File: src/hw/rtl/xkbt_pkg.sv
// Shared types and constants for the XT keyboard byte transmitter.
// Holds the transaction structs, the phase enum and the register map.
// No dependencies; every other file in this folder imports it.
package xkbt_pkg;

  // Width of the tick timer that counts phase lengths and the host wait.
  localparam int unsigned TIMER_BITS = 17;

  localparam int unsigned CFG_ADDR_W = 5;
  localparam int unsigned CFG_DATA_W = 32;
  localparam int unsigned PULSE_W    = 12;
  localparam int unsigned SETUP_W    = 8;
  localparam int unsigned HOST_WAIT_W = 17;

  typedef logic [TIMER_BITS-1:0] timer_t;

  typedef enum logic [3:0] {
    PH_IDLE  = 4'd0,
    PH_WAIT  = 4'd1,
    PH_SETUP = 4'd2,
    PH_FIRST = 4'd3,
    PH_HIGH  = 4'd4,
    PH_LOW   = 4'd5,
    PH_FINAL = 4'd6,
    PH_HOLD  = 4'd7,
    PH_GAP   = 4'd8
  } phase_e;

  typedef enum logic [2:0] {
    REG_FIRST_LOW  = 3'd0,
    REG_CLOCK_LOW  = 3'd1,
    REG_CLOCK_HIGH = 3'd2,
    REG_MAKE_HOLD  = 3'd3,
    REG_BREAK_HOLD = 3'd4,
    REG_GAP        = 3'd5,
    REG_SETUP      = 3'd6,
    REG_HOST_WAIT  = 3'd7
  } reg_idx_e;

  typedef struct packed {
    logic [PULSE_W-1:0]     first_low_ticks;
    logic [PULSE_W-1:0]     clock_low_ticks;
    logic [PULSE_W-1:0]     clock_high_ticks;
    logic [PULSE_W-1:0]     make_hold_ticks;
    logic [PULSE_W-1:0]     break_hold_ticks;
    logic [PULSE_W-1:0]     gap_ticks;
    logic [SETUP_W-1:0]     setup_ticks;
    logic [HOST_WAIT_W-1:0] host_wait_ticks;
  } cfg_t;

  localparam cfg_t CFG_RESET = '{
    first_low_ticks:  12'd42,
    clock_low_ticks:  12'd26,
    clock_high_ticks: 12'd14,
    make_hold_ticks:  12'd640,
    break_hold_ticks: 12'd500,
    gap_ticks:        12'd200,
    setup_ticks:      8'd10,
    host_wait_ticks:  17'd100000
  };

  typedef struct packed {
    logic       send_request;
    logic [7:0] code_byte;
    logic       is_break;
    logic       host_clock;
  } in_item_t;

  typedef struct packed {
    logic clock_drive_low;
    logic data_drive_low;
    logic busy_res;
    logic done_res;
    logic timed_out;
  } out_item_t;

endpackage

File: src/hw/rtl/xt_keyboard_byte_transmitter.sv
// Top level of the XT keyboard byte transmitter: input and result registers,
// handshake control and the configuration port. Depends on xkbt_pkg,
// xkbt_cfg and xkbt_step.

// Each input transaction is one microsecond tick carrying the sampled host
// clock line and an optional send request with a scan code and a make/break
// flag; each tick yields exactly one result transaction with the clock and
// data open-collector drives plus busy, done and timeout status. A request
// latches the byte and waits for the host to release the clock, giving up
// and pulsing timed_out after host_wait_ticks inhibited ticks. The waveform
// is a setup pause, a long first clock low pulse, eight data bits LSB first
// (each placed while clock is released, then clocked by a low pulse), data
// held low for the make or break hold time and an idle gap, after which
// done_res pulses. Timed phases whose register is zero are skipped within
// the same tick. The block takes one tick per clock cycle: a tick is held in
// an input register, and when it is processed the sequencer state and the
// result register update at the same edge, and the result register offers it.
// The rate is set by the single sequencer update per cycle, and the input
// is stalled only while the result register is full and stalled. Registers
// sit at byte address 4*i of the APB-style port; write them only while idle.
module xt_keyboard_byte_transmitter
  import xkbt_pkg::*;
(
  input  logic                  clk_i,
  input  logic                  rst_ni,
  // Tick input channel.
  input  logic                  in_valid_i,
  output logic                  in_stall_o,
  input  in_item_t              in_item_i,
  // Result channel.
  output logic                  out_valid_o,
  input  logic                  out_stall_i,
  output out_item_t             out_item_o,
  // Configuration port.
  input  logic                  psel,
  input  logic                  penable,
  input  logic                  pwrite,
  input  logic [CFG_ADDR_W-1:0] paddr,
  input  logic [CFG_DATA_W-1:0] pwdata,
  output logic [CFG_DATA_W-1:0] prdata,
  output logic                  pready
);

  cfg_t      cfg;
  out_item_t result;

  logic      in_valid_q, in_valid_d;
  in_item_t  in_item_q;
  logic      out_valid_q, out_valid_d;
  out_item_t out_item_q;
  logic      fire;
  logic      in_take;

  // A tick is processed when one is held and the result register is free
  // or draining in this same cycle.
  assign fire       = in_valid_q && (!out_valid_q || !out_stall_i);
  assign in_stall_o = in_valid_q && !fire;
  assign in_take    = in_valid_i && !in_stall_o;

  assign out_valid_o = out_valid_q;
  assign out_item_o  = out_item_q;

  always_comb begin
    in_valid_d = in_valid_q;
    if (in_take) begin
      in_valid_d = 1'b1;
    end else if (fire) begin
      in_valid_d = 1'b0;
    end
  end

  always_comb begin
    out_valid_d = out_valid_q;
    if (fire) begin
      out_valid_d = 1'b1;
    end else if (out_valid_q && !out_stall_i) begin
      out_valid_d = 1'b0;
    end
  end

  xkbt_cfg u_cfg (
    .clk_i   (clk_i),
    .rst_ni  (rst_ni),
    .psel    (psel),
    .penable (penable),
    .pwrite  (pwrite),
    .paddr   (paddr),
    .pwdata  (pwdata),
    .prdata  (prdata),
    .pready  (pready),
    .cfg_o   (cfg)
  );

  xkbt_step u_step (
    .clk_i    (clk_i),
    .rst_ni   (rst_ni),
    .fire_i   (fire),
    .item_i   (in_item_q),
    .cfg_i    (cfg),
    .result_o (result)
  );

  always_ff @(posedge clk_i or negedge rst_ni) begin
    if (!rst_ni) begin
      in_valid_q  <= 1'b0;
      out_valid_q <= 1'b0;
    end else begin
      in_valid_q  <= in_valid_d;
      out_valid_q <= out_valid_d;
    end
  end

  // Payload registers carry no reset.
  always_ff @(posedge clk_i) begin
    if (in_take) begin
      in_item_q <= in_item_i;
    end
    if (fire) begin
      out_item_q <= result;
    end
  end

endmodule

File: src/hw/rtl/xkbt_cfg.sv
// Configuration register file for the XT keyboard byte transmitter.
// APB-style slave with always-ready access; depends on xkbt_pkg.
module xkbt_cfg
  import xkbt_pkg::*;
(
  input  logic                  clk_i,
  input  logic                  rst_ni,
  input  logic                  psel,
  input  logic                  penable,
  input  logic                  pwrite,
  input  logic [CFG_ADDR_W-1:0] paddr,
  input  logic [CFG_DATA_W-1:0] pwdata,
  output logic [CFG_DATA_W-1:0] prdata,
  output logic                  pready,
  output cfg_t                  cfg_o
);

  cfg_t     cfg_q, cfg_d;
  reg_idx_e idx;
  logic     wr_en;

  assign idx    = reg_idx_e'(paddr[CFG_ADDR_W-1:2]);
  assign wr_en  = psel && penable && pwrite;
  assign pready = 1'b1;
  assign cfg_o  = cfg_q;

  always_comb begin
    cfg_d = cfg_q;
    if (wr_en) begin
      case (idx)
        REG_FIRST_LOW:  cfg_d.first_low_ticks  = pwdata[PULSE_W-1:0];
        REG_CLOCK_LOW:  cfg_d.clock_low_ticks  = pwdata[PULSE_W-1:0];
        REG_CLOCK_HIGH: cfg_d.clock_high_ticks = pwdata[PULSE_W-1:0];
        REG_MAKE_HOLD:  cfg_d.make_hold_ticks  = pwdata[PULSE_W-1:0];
        REG_BREAK_HOLD: cfg_d.break_hold_ticks = pwdata[PULSE_W-1:0];
        REG_GAP:        cfg_d.gap_ticks        = pwdata[PULSE_W-1:0];
        REG_SETUP:      cfg_d.setup_ticks      = pwdata[SETUP_W-1:0];
        REG_HOST_WAIT:  cfg_d.host_wait_ticks  = pwdata[HOST_WAIT_W-1:0];
        default: ;
      endcase
    end
  end

  always_comb begin
    case (idx)
      REG_FIRST_LOW:  prdata = CFG_DATA_W'(cfg_q.first_low_ticks);
      REG_CLOCK_LOW:  prdata = CFG_DATA_W'(cfg_q.clock_low_ticks);
      REG_CLOCK_HIGH: prdata = CFG_DATA_W'(cfg_q.clock_high_ticks);
      REG_MAKE_HOLD:  prdata = CFG_DATA_W'(cfg_q.make_hold_ticks);
      REG_BREAK_HOLD: prdata = CFG_DATA_W'(cfg_q.break_hold_ticks);
      REG_GAP:        prdata = CFG_DATA_W'(cfg_q.gap_ticks);
      REG_SETUP:      prdata = CFG_DATA_W'(cfg_q.setup_ticks);
      REG_HOST_WAIT:  prdata = CFG_DATA_W'(cfg_q.host_wait_ticks);
      default:        prdata = '0;
    endcase
  end

  always_ff @(posedge clk_i or negedge rst_ni) begin
    if (!rst_ni) begin
      cfg_q <= CFG_RESET;
    end else begin
      cfg_q <= cfg_d;
    end
  end

endmodule

File: src/hw/rtl/xkbt_step.sv
// Per-tick sequencer of the XT keyboard byte transmitter: phase state
// machine, bit shifter and tick timer. Depends on xkbt_pkg.
module xkbt_step
  import xkbt_pkg::*;
(
  input  logic      clk_i,
  input  logic      rst_ni,
  input  logic      fire_i,
  input  in_item_t  item_i,
  input  cfg_t      cfg_i,
  output out_item_t result_o
);

  localparam timer_t TIMER_MAX = '1;
  localparam int unsigned CMP_W =
    (TIMER_BITS > HOST_WAIT_W) ? TIMER_BITS : HOST_WAIT_W;

  typedef struct packed {
    phase_e     phase;
    logic [2:0] bit_count;
    logic [7:0] shift_byte;
    timer_t     tick_timer;
    logic       break_flag;
  } state_t;

  typedef struct packed {
    state_t st;
    logic   done;
  } settle_t;

  state_t st_q, st_d;
  logic   done_d, timeout_d;

  // Walks forward from a candidate phase, skipping every timed phase whose
  // length is zero, and lands in the first phase that lasts, or in idle.
  // A run of zero-length bit phases is collapsed into one shift.
  function automatic settle_t settle(phase_e start, state_t s, cfg_t c);
    settle_t    r;
    phase_e     ph;
    logic       stop;
    logic [PULSE_W-1:0] hold_len;
    r        = '0;
    ph       = start;
    stop     = 1'b0;
    hold_len = s.break_flag ? c.break_hold_ticks : c.make_hold_ticks;
    r.st     = s;
    if (ph == PH_SETUP) begin
      if (c.setup_ticks != '0) begin
        stop = 1'b1;
        r.st.tick_timer = TIMER_BITS'(c.setup_ticks);
      end else begin
        ph = PH_FIRST;
      end
    end
    if (!stop && ph == PH_FIRST) begin
      if (c.first_low_ticks != '0) begin
        stop = 1'b1;
        r.st.tick_timer = TIMER_BITS'(c.first_low_ticks);
      end else begin
        r.st.bit_count = '0;
        ph = PH_HIGH;
      end
    end
    for (int pass = 0; pass < 2; pass++) begin
      if (!stop && ph == PH_HIGH) begin
        if (c.clock_high_ticks != '0) begin
          stop = 1'b1;
          r.st.tick_timer = TIMER_BITS'(c.clock_high_ticks);
        end else if (r.st.bit_count == 3'd7) begin
          ph = PH_FINAL;
        end else if (c.clock_low_ticks != '0) begin
          ph = PH_LOW;
        end else begin
          r.st.shift_byte = r.st.shift_byte >> (3'd7 - r.st.bit_count);
          r.st.bit_count  = 3'd7;
          ph = PH_FINAL;
        end
      end
      if (!stop && ph == PH_LOW) begin
        if (c.clock_low_ticks != '0) begin
          stop = 1'b1;
          r.st.tick_timer = TIMER_BITS'(c.clock_low_ticks);
        end else begin
          r.st.shift_byte = r.st.shift_byte >> 1;
          r.st.bit_count  = r.st.bit_count + 3'd1;
          ph = PH_HIGH;
        end
      end
    end
    if (!stop && ph == PH_FINAL) begin
      if (c.clock_low_ticks != '0) begin
        stop = 1'b1;
        r.st.tick_timer = TIMER_BITS'(c.clock_low_ticks);
      end else begin
        ph = PH_HOLD;
      end
    end
    if (!stop && ph == PH_HOLD) begin
      if (hold_len != '0) begin
        stop = 1'b1;
        r.st.tick_timer = TIMER_BITS'(hold_len);
      end else begin
        ph = PH_GAP;
      end
    end
    if (!stop && ph == PH_GAP) begin
      if (c.gap_ticks != '0) begin
        stop = 1'b1;
        r.st.tick_timer = TIMER_BITS'(c.gap_ticks);
      end else begin
        ph = PH_IDLE;
      end
    end
    if (!stop) begin
      ph = PH_IDLE;
      r.st.tick_timer = '0;
      r.done = 1'b1;
    end
    r.st.phase = ph;
    return r;
  endfunction

  // Next state.
  always_comb begin
    settle_t    sr;
    phase_e     next_ph;
    state_t     s;
    timer_t     t_inc;
    timer_t     limit;
    logic [CMP_W-1:0] hw_ext;
    st_d      = st_q;
    done_d    = 1'b0;
    timeout_d = 1'b0;
    sr        = '0;
    next_ph   = PH_IDLE;
    s         = st_q;
    t_inc     = (st_q.tick_timer != TIMER_MAX) ? st_q.tick_timer + 1'b1 : st_q.tick_timer;
    hw_ext    = CMP_W'(cfg_i.host_wait_ticks);
    limit     = (hw_ext > CMP_W'(TIMER_MAX)) ? TIMER_MAX
                                             : TIMER_BITS'(cfg_i.host_wait_ticks);
    case (st_q.phase)
      PH_IDLE: begin
        if (item_i.send_request) begin
          st_d.shift_byte = item_i.code_byte;
          st_d.break_flag = item_i.is_break;
          st_d.bit_count  = '0;
          st_d.tick_timer = '0;
          st_d.phase      = PH_WAIT;
        end
      end
      PH_WAIT: begin
        if (item_i.host_clock) begin
          sr     = settle(PH_SETUP, st_q, cfg_i);
          st_d   = sr.st;
          done_d = sr.done;
        end else if (t_inc >= limit) begin
          st_d.phase      = PH_IDLE;
          st_d.tick_timer = '0;
          timeout_d       = 1'b1;
        end else begin
          st_d.tick_timer = t_inc;
        end
      end
      PH_SETUP, PH_FIRST, PH_HIGH, PH_LOW, PH_FINAL, PH_HOLD, PH_GAP: begin
        if (st_q.tick_timer > timer_t'(1)) begin
          st_d.tick_timer = st_q.tick_timer - 1'b1;
        end else begin
          case (st_q.phase)
            PH_SETUP: next_ph = PH_FIRST;
            PH_FIRST: begin
              s.bit_count = '0;
              next_ph = PH_HIGH;
            end
            PH_HIGH:  next_ph = (st_q.bit_count == 3'd7) ? PH_FINAL : PH_LOW;
            PH_LOW: begin
              s.shift_byte = st_q.shift_byte >> 1;
              s.bit_count  = st_q.bit_count + 3'd1;
              next_ph = PH_HIGH;
            end
            PH_FINAL: next_ph = PH_HOLD;
            PH_HOLD:  next_ph = PH_GAP;
            default:  next_ph = PH_IDLE;
          endcase
          sr     = settle(next_ph, s, cfg_i);
          st_d   = sr.st;
          done_d = sr.done;
        end
      end
      default: begin
        st_d.phase      = PH_IDLE;
        st_d.tick_timer = '0;
      end
    endcase
  end

  // Line drives and status, taken from the state after this tick's update.
  always_comb begin
    logic bit_phase;
    bit_phase = (st_d.phase == PH_HIGH) || (st_d.phase == PH_LOW) ||
                (st_d.phase == PH_FINAL);
    result_o.clock_drive_low = (st_d.phase == PH_FIRST) || (st_d.phase == PH_LOW) ||
                               (st_d.phase == PH_FINAL);
    result_o.data_drive_low  = (bit_phase && !st_d.shift_byte[0]) ||
                               (st_d.phase == PH_HOLD);
    result_o.busy_res        = (st_d.phase != PH_IDLE);
    result_o.done_res        = done_d;
    result_o.timed_out       = timeout_d;
  end

  always_ff @(posedge clk_i or negedge rst_ni) begin
    if (!rst_ni) begin
      st_q <= '{phase: PH_IDLE, bit_count: '0, shift_byte: '0,
                tick_timer: '0, break_flag: 1'b0};
    end else if (fire_i) begin
      st_q <= st_d;
    end
  end

endmodule
File: config.mk
export PLATFORM = sky130hd
export DESIGN_NAME = xt_keyboard_byte_transmitter
export DESIGN_NICKNAME = d
export VERILOG_FILES = /design/src/hw/rtl/xkbt_pkg.sv /design/src/hw/rtl/xt_keyboard_byte_transmitter.sv /design/src/hw/rtl/xkbt_cfg.sv /design/src/hw/rtl/xkbt_step.sv
export SDC_FILE = /design/constraint.sdc
export NUM_CORES = 1
export LEC_CHECK = 0
export BUFFER_PORTS_ARGS = -buffer_cell sky130_fd_sc_hd__buf_2
export CAP_MARGIN = 10
export CORE_ASPECT_RATIO = 1.25
export CORE_UTILIZATION = 45
export DETAILED_ROUTE_END_ITERATION = 10
export PLACE_DENSITY_LB_ADDON = 0.2
export REMOVE_ABC_BUFFERS = 1
export SLEW_MARGIN = 20
export SYNTH_ARGS = -nofsm -noshare
export SYNTH_HDL_FRONTEND = slang
export SYNTH_SLANG_ARGS = --single-unit
File: constraint.sdc
create_clock -name clk_i -period 3.9 [get_ports clk_i]
set_clock_uncertainty 0.1 [all_clocks]
set_input_delay 0.195 -clock clk_i [delete_from_list [all_inputs] [get_ports clk_i]]
set_output_delay 0.195 -clock clk_i [all_outputs]
set_load 0.02 [all_outputs]
==> impl.org <==
** Power
- Power Density :: 586 nW/um2
- The internal power of the cells totals 4.62 mW.
- Comb power frac :: 50.5%
- In this run the static leakage power is 5.90 nW.
- Across the VDD grid, the largest voltage drop is 351 uV.
- The share of total power dissipated in the clock network is 20.4%.
- Of the total power, registers draw 29.1%.
- Total design power :: 8.19 mW
- Net Sw Frac :: 43.6%
- Net switching component of the power :: 3.57 mW

** Cells and area
- Number of nets in the layout :: 1581
- Antenna cells :: 0
- Final standard cell utilization of the core :: 57.0%
- From synthesis to final layout, the design area changed by 24.6%.
- Of the cells placed in the final design, the portion with a size suffix greater than 1 is 28.9%.

** Synthesis
- Summing the sequential cell areas from Yosys gives 34.1% of the chip area.
- Asr flop ratio synth :: 89.2%
- Counting flops with a built-in enable in the synthesized netlist gives 16.
- Cell count after synthesis :: 1309
- Synth warn :: 0
- The synthesized netlist contains 85 unique library cells.
- Synthesized area divided by synthesized cell count :: 8.57 um2
- The most used flip-flop cell after synthesis is sky130_fd_sc_hd__dfrtp_1.
- In this run, synthesis produced a sequential element count of 148.
- In this run the cell area of the synthesized design comes to 11200 um2.

** STA
- Final-layout setup total negative slack :: -0.339 ns
- Final count of hold timing violations :: 0
- Final worst path period need :: 4.00 ns
- Slew at the pin with the worst max-slew slack :: 1.06 ns
- Headroom to the max-slew limit came out at 28.9%.
- Based on the critical path, the design can be clocked at up to 0.250 GHz.
- Post-route clock period utilization :: 103%
- Hold Worst Slack :: 0.257 ns
- Final Setup Violations :: 5
- Across all setup checks in the final design, the least slack found is -0.0989 ns.
- The max-slew violation total from the final report came to 0.
- Unrepaired setup endpoints after global routing :: yes

** Worst setup path
- Delay-heaviest family, CP :: simple AND/OR/NAND/NOR gates
- Bufs and invs on worst path :: 1
- Critical path's slowest cell :: sky130_fd_sc_hd__or3b_4
- Type of element launching the critical path :: flop
- Start-to-end type of the worst setup path :: reg -> reg
- The signal on the critical path passes through ha_2, nand2_2, nor3_4, a311oi_2, or3b_4, nor2_4, xnor2_2, ha_1, nand3_2, buf_6, o22ai_4, nor4_2, o21ai_1, or3_4, nand2_4, a2111oi_4, nor2_1, o21ba_1.
- Crit-path max cell delay :: 0.49 ns
- Maximum net fanout on the critical path :: 5
- For the worst setup path, the data required time is 4.00 ns.
- Crit path DAT :: 4.10 ns
- The worst setup path is captured at a flop.
- Register-to-register setup slack :: -0.1 ns

** Global route
- Vias in the first global route :: 11600
- The initial antenna violation count came to 0.
- Total global routing track utilization :: 37.3%
- Largest net degree at the start of global routing :: 79
- Total congestion overflow after global routing :: 0
- First-pass GRT wire length :: 69700 um

** Clocking
- The tree is rooted in a sky130_fd_sc_hd__clkbuf_16.
- CTS Buffer Depth :: 2
- The H-tree was split into 4 levels.
- TritonCTS clock tree :: built
- Counting the buffers created by CTS gives 17.
- The clock reaches the later pin of the worst-skew pair after 0.45 ns.
- After clock tree synthesis, the clock-pin slew on the worst setup and hold paths is 0.06 ns.
- TritonCTS sink count :: 148

** Die
- Die extent in y :: 179 um
- Count of standard-cell rows :: 64
- Die Outline Area :: 25600 um2
- Number of I/O pins :: 95
- For this configuration, the core starts out at a cell density of 45.8%.
- From left edge to right edge, the die measures 143 um.
- The core region is 24500 um2.

** Drt
- Post-detailed-routing wire length :: 46100 um
- For this run, design rule violations remaining after detail routing come to 0.
- Count of antenna-violating nets left after detailed routing :: 0
- In the final routed layout, each cell accounts on average for 25.0 um.
- Iteration count of the initial detailed-routing pass :: 7
- Violation count after the first detailed-route iteration :: 1234
- Detailed routing inserted a total of 11900 vias.
- Using the TritonRoute via totals, the vias-per-cell ratio works out to 6.42.

** Placement
- The congestion estimate from routability-driven global placement came to 1.00.
- The HPWL after detailed placement is 34800 um.
- Prior to clock tree synthesis, the placed netlist has a worst setup slack of -0.443 ns.
- Number of buffer cells added on primary ports :: 61

** Worst hold path
- Class of the tightest hold or removal check :: in -> async

** Status
- The flow ran to the end, but the final reports show violations.
- Violations in the final reports :: negative setup slack

** Job
- Across the run, the number of max-cap violations was 0.
-- per-stage QoR --
stage                     instances  instance area, um2
final                          1846               14000
after global routing           1846               14000
after CTS                      1845               13800
after detailed placement       1774               12800
after global placement         1774               12800
after floorplan                1226               10800
-- metal layers --
| layer | wire, um | global-route usage, % |
|---|---|---|
| met4 | 3770 | 28.2 |
| met5 | 0 | 0 |
| met3 | 3380 | 4.54 |
| met1 | 17300 | 45.3 |
| met2 | 21600 | 60.4 |
-- area by class of cell --
type | count | area, um2
Clock buffer | 21 | 470
Tap cell | 330 | 413
Fill cell | 2272 | 10500
Inverter | 42 | 158
Sequential cell | 148 | 3820
Clock inverter | 11 | 124
Multi-Input combinational cell | 1036 | 7080
Timing Repair Buffer | 258 | 1920
-- power groups by stage --
stage / clock, mW / sequential [mW] / combinational, mW
finish: 1.67 / 2.39 / 4.14
global route: 1.76 / 2.41 / 4.39
CTS: 1.70 / 2.37 / 3.93
detailed placement: 0 / 2.39 / 3.82
global placement: 0 / 2.39 / 3.82
floorplan: 0 / 2.34 / 2.16
-- state kept, by name, indices dropped and copies added, names as in the netlist --
signal / count
u_cfg.cfg_o: 97
u_step.st_q: 33
in_item_q: 11
out_item_o: 5
in_valid_q: 1
out_valid_o: 1
-- Yosys cell counts, types with 11 or more instances --
cell | n | area share [%]
sky130_fd_sc_hd__a21oi_1 | 75 | 3.3
sky130_fd_sc_hd__o21ai_0 | 109 | 4.9
sky130_fd_sc_hd__nand3_1 | 34 | 1.5
sky130_fd_sc_hd__a221oi_1 | 22 | 1.7
sky130_fd_sc_hd__clkbuf_1 | 58 | 1.9
sky130_fd_sc_hd__a211oi_1 | 12 | 0.80
sky130_fd_sc_hd__mux2i_1 | 22 | 2.0
sky130_fd_sc_hd__a31oi_1 | 16 | 0.89
sky130_fd_sc_hd__edfxtp_1 | 16 | 4.3
sky130_fd_sc_hd__mux2_2 | 97 | 9.7
sky130_fd_sc_hd__dfrtp_1 | 104 | 23
sky130_fd_sc_hd__ha_1 | 23 | 2.6
sky130_fd_sc_hd__nand4_1 | 11 | 0.61
sky130_fd_sc_hd__nor3_1 | 39 | 1.7
sky130_fd_sc_hd__buf_4 | 16 | 1.1
sky130_fd_sc_hd__buf_2 | 11 | 0.49
sky130_fd_sc_hd__nand2b_1 | 14 | 0.78
sky130_fd_sc_hd__nand2_1 | 136 | 4.6
sky130_fd_sc_hd__inv_1 | 42 | 1.4
sky130_fd_sc_hd__xnor2_1 | 17 | 1.3
sky130_fd_sc_hd__a221o_1 | 12 | 1.1
sky130_fd_sc_hd__o22ai_1 | 13 | 0.73
sky130_fd_sc_hd__a22oi_1 | 12 | 0.80
sky130_fd_sc_hd__o221ai_1 | 13 | 1.0
sky130_fd_sc_hd__and3_1 | 11 | 0.61
sky130_fd_sc_hd__nor4_1 | 36 | 2.0
sky130_fd_sc_hd__dfstp_2 | 28 | 6.6
sky130_fd_sc_hd__nor2_1 | 115 | 3.8
sky130_fd_sc_hd__o211ai_1 | 21 | 1.4
-- kinds of logic after synthesis --
group           synth area share (%)
compound gates                  23.8
xor+xnor                        2.03
fa+ha+maj                       2.57
buf+inv                         5.51
flops                           34.1
mux                             12.5
other cells                   0.0670
simple gates                    19.4
-- timing repair --
action,CTS,global route
setup buffers,7,2
hold buffers,32,0
pin swaps,5,20
endpoints found under the hold margin,133,0
setup endpoints to repair,22,23
resized for setup,11,35
-- worst register-to-register path, cell delays in order (launching register included) --
cell and delay, ns:
sky130_fd_sc_hd__dfrtp_1 0.38, sky130_fd_sc_hd__ha_2 0.20, sky130_fd_sc_hd__nand2_2 0.09, sky130_fd_sc_hd__nor3_4 0.05, sky130_fd_sc_hd__a311oi_2 0.31, sky130_fd_sc_hd__or3b_4 0.49, sky130_fd_sc_hd__nor2_4 0.17, sky130_fd_sc_hd__xnor2_2 0.09
sky130_fd_sc_hd__ha_1 0.32, sky130_fd_sc_hd__nand3_2 0.11, sky130_fd_sc_hd__buf_6 0.15, sky130_fd_sc_hd__o22ai_4 0.10, sky130_fd_sc_hd__nor4_2 0.07, sky130_fd_sc_hd__o21ai_1 0.22, sky130_fd_sc_hd__or3_4 0.20, sky130_fd_sc_hd__nand2_4 0.05
sky130_fd_sc_hd__a2111oi_4 0.38, sky130_fd_sc_hd__nor2_1 0.12, sky130_fd_sc_hd__o21ba_1 0.18
-- layout by cell type, fill, tap and decap left out, types with 9 or more instances in the layout --
cell,instances
sky130_fd_sc_hd__nand4_1,11
sky130_fd_sc_hd__o221ai_1,13
sky130_fd_sc_hd__edfxtp_1,16
sky130_fd_sc_hd__a221oi_1,21
sky130_fd_sc_hd__xnor2_1,13
sky130_fd_sc_hd__a21oi_1,74
sky130_fd_sc_hd__buf_4,160
sky130_fd_sc_hd__a21o_1,9
sky130_fd_sc_hd__nor2_1,111
sky130_fd_sc_hd__buf_2,60
sky130_fd_sc_hd__and3_1,11
sky130_fd_sc_hd__a221o_1,12
sky130_fd_sc_hd__a211oi_1,12
sky130_fd_sc_hd__dfstp_2,28
sky130_fd_sc_hd__o21ai_1,9
sky130_fd_sc_hd__o21ai_0,105
sky130_fd_sc_hd__nor3_1,32
sky130_fd_sc_hd__nor2b_1,9
sky130_fd_sc_hd__a31oi_1,15
sky130_fd_sc_hd__nand2_1,133
sky130_fd_sc_hd__ha_1,22
sky130_fd_sc_hd__a22oi_1,12
sky130_fd_sc_hd__inv_1,42
sky130_fd_sc_hd__mux2_2,97
sky130_fd_sc_hd__dlygate4sd3_1,32
sky130_fd_sc_hd__clkbuf_16,17
sky130_fd_sc_hd__nand2b_1,14
sky130_fd_sc_hd__nor4_1,32
sky130_fd_sc_hd__conb_1,16
sky130_fd_sc_hd__o211ai_1,21
sky130_fd_sc_hd__xor2_1,9
sky130_fd_sc_hd__dfrtp_1,104
sky130_fd_sc_hd__mux2i_1,22
sky130_fd_sc_hd__o22ai_1,12
sky130_fd_sc_hd__nand3_1,32
-- final timing paths --
check	end	cells past startpoint	startpoint
max	out_item_o[3]	18	u_step.st_q[2]
min	u_step.st_q[21]	2	rst_ni
max reg2reg	out_item_o[3]	18	u_step.st_q[2]
min reg2reg	out_valid_o	1	in_valid_q
max in group asynchronous	u_cfg.cfg_o[90]	3	rst_ni
min in group clk_i	u_cfg.cfg_o[76]	5	penable
Note: power is estimated with default switching activity, not from simulation.
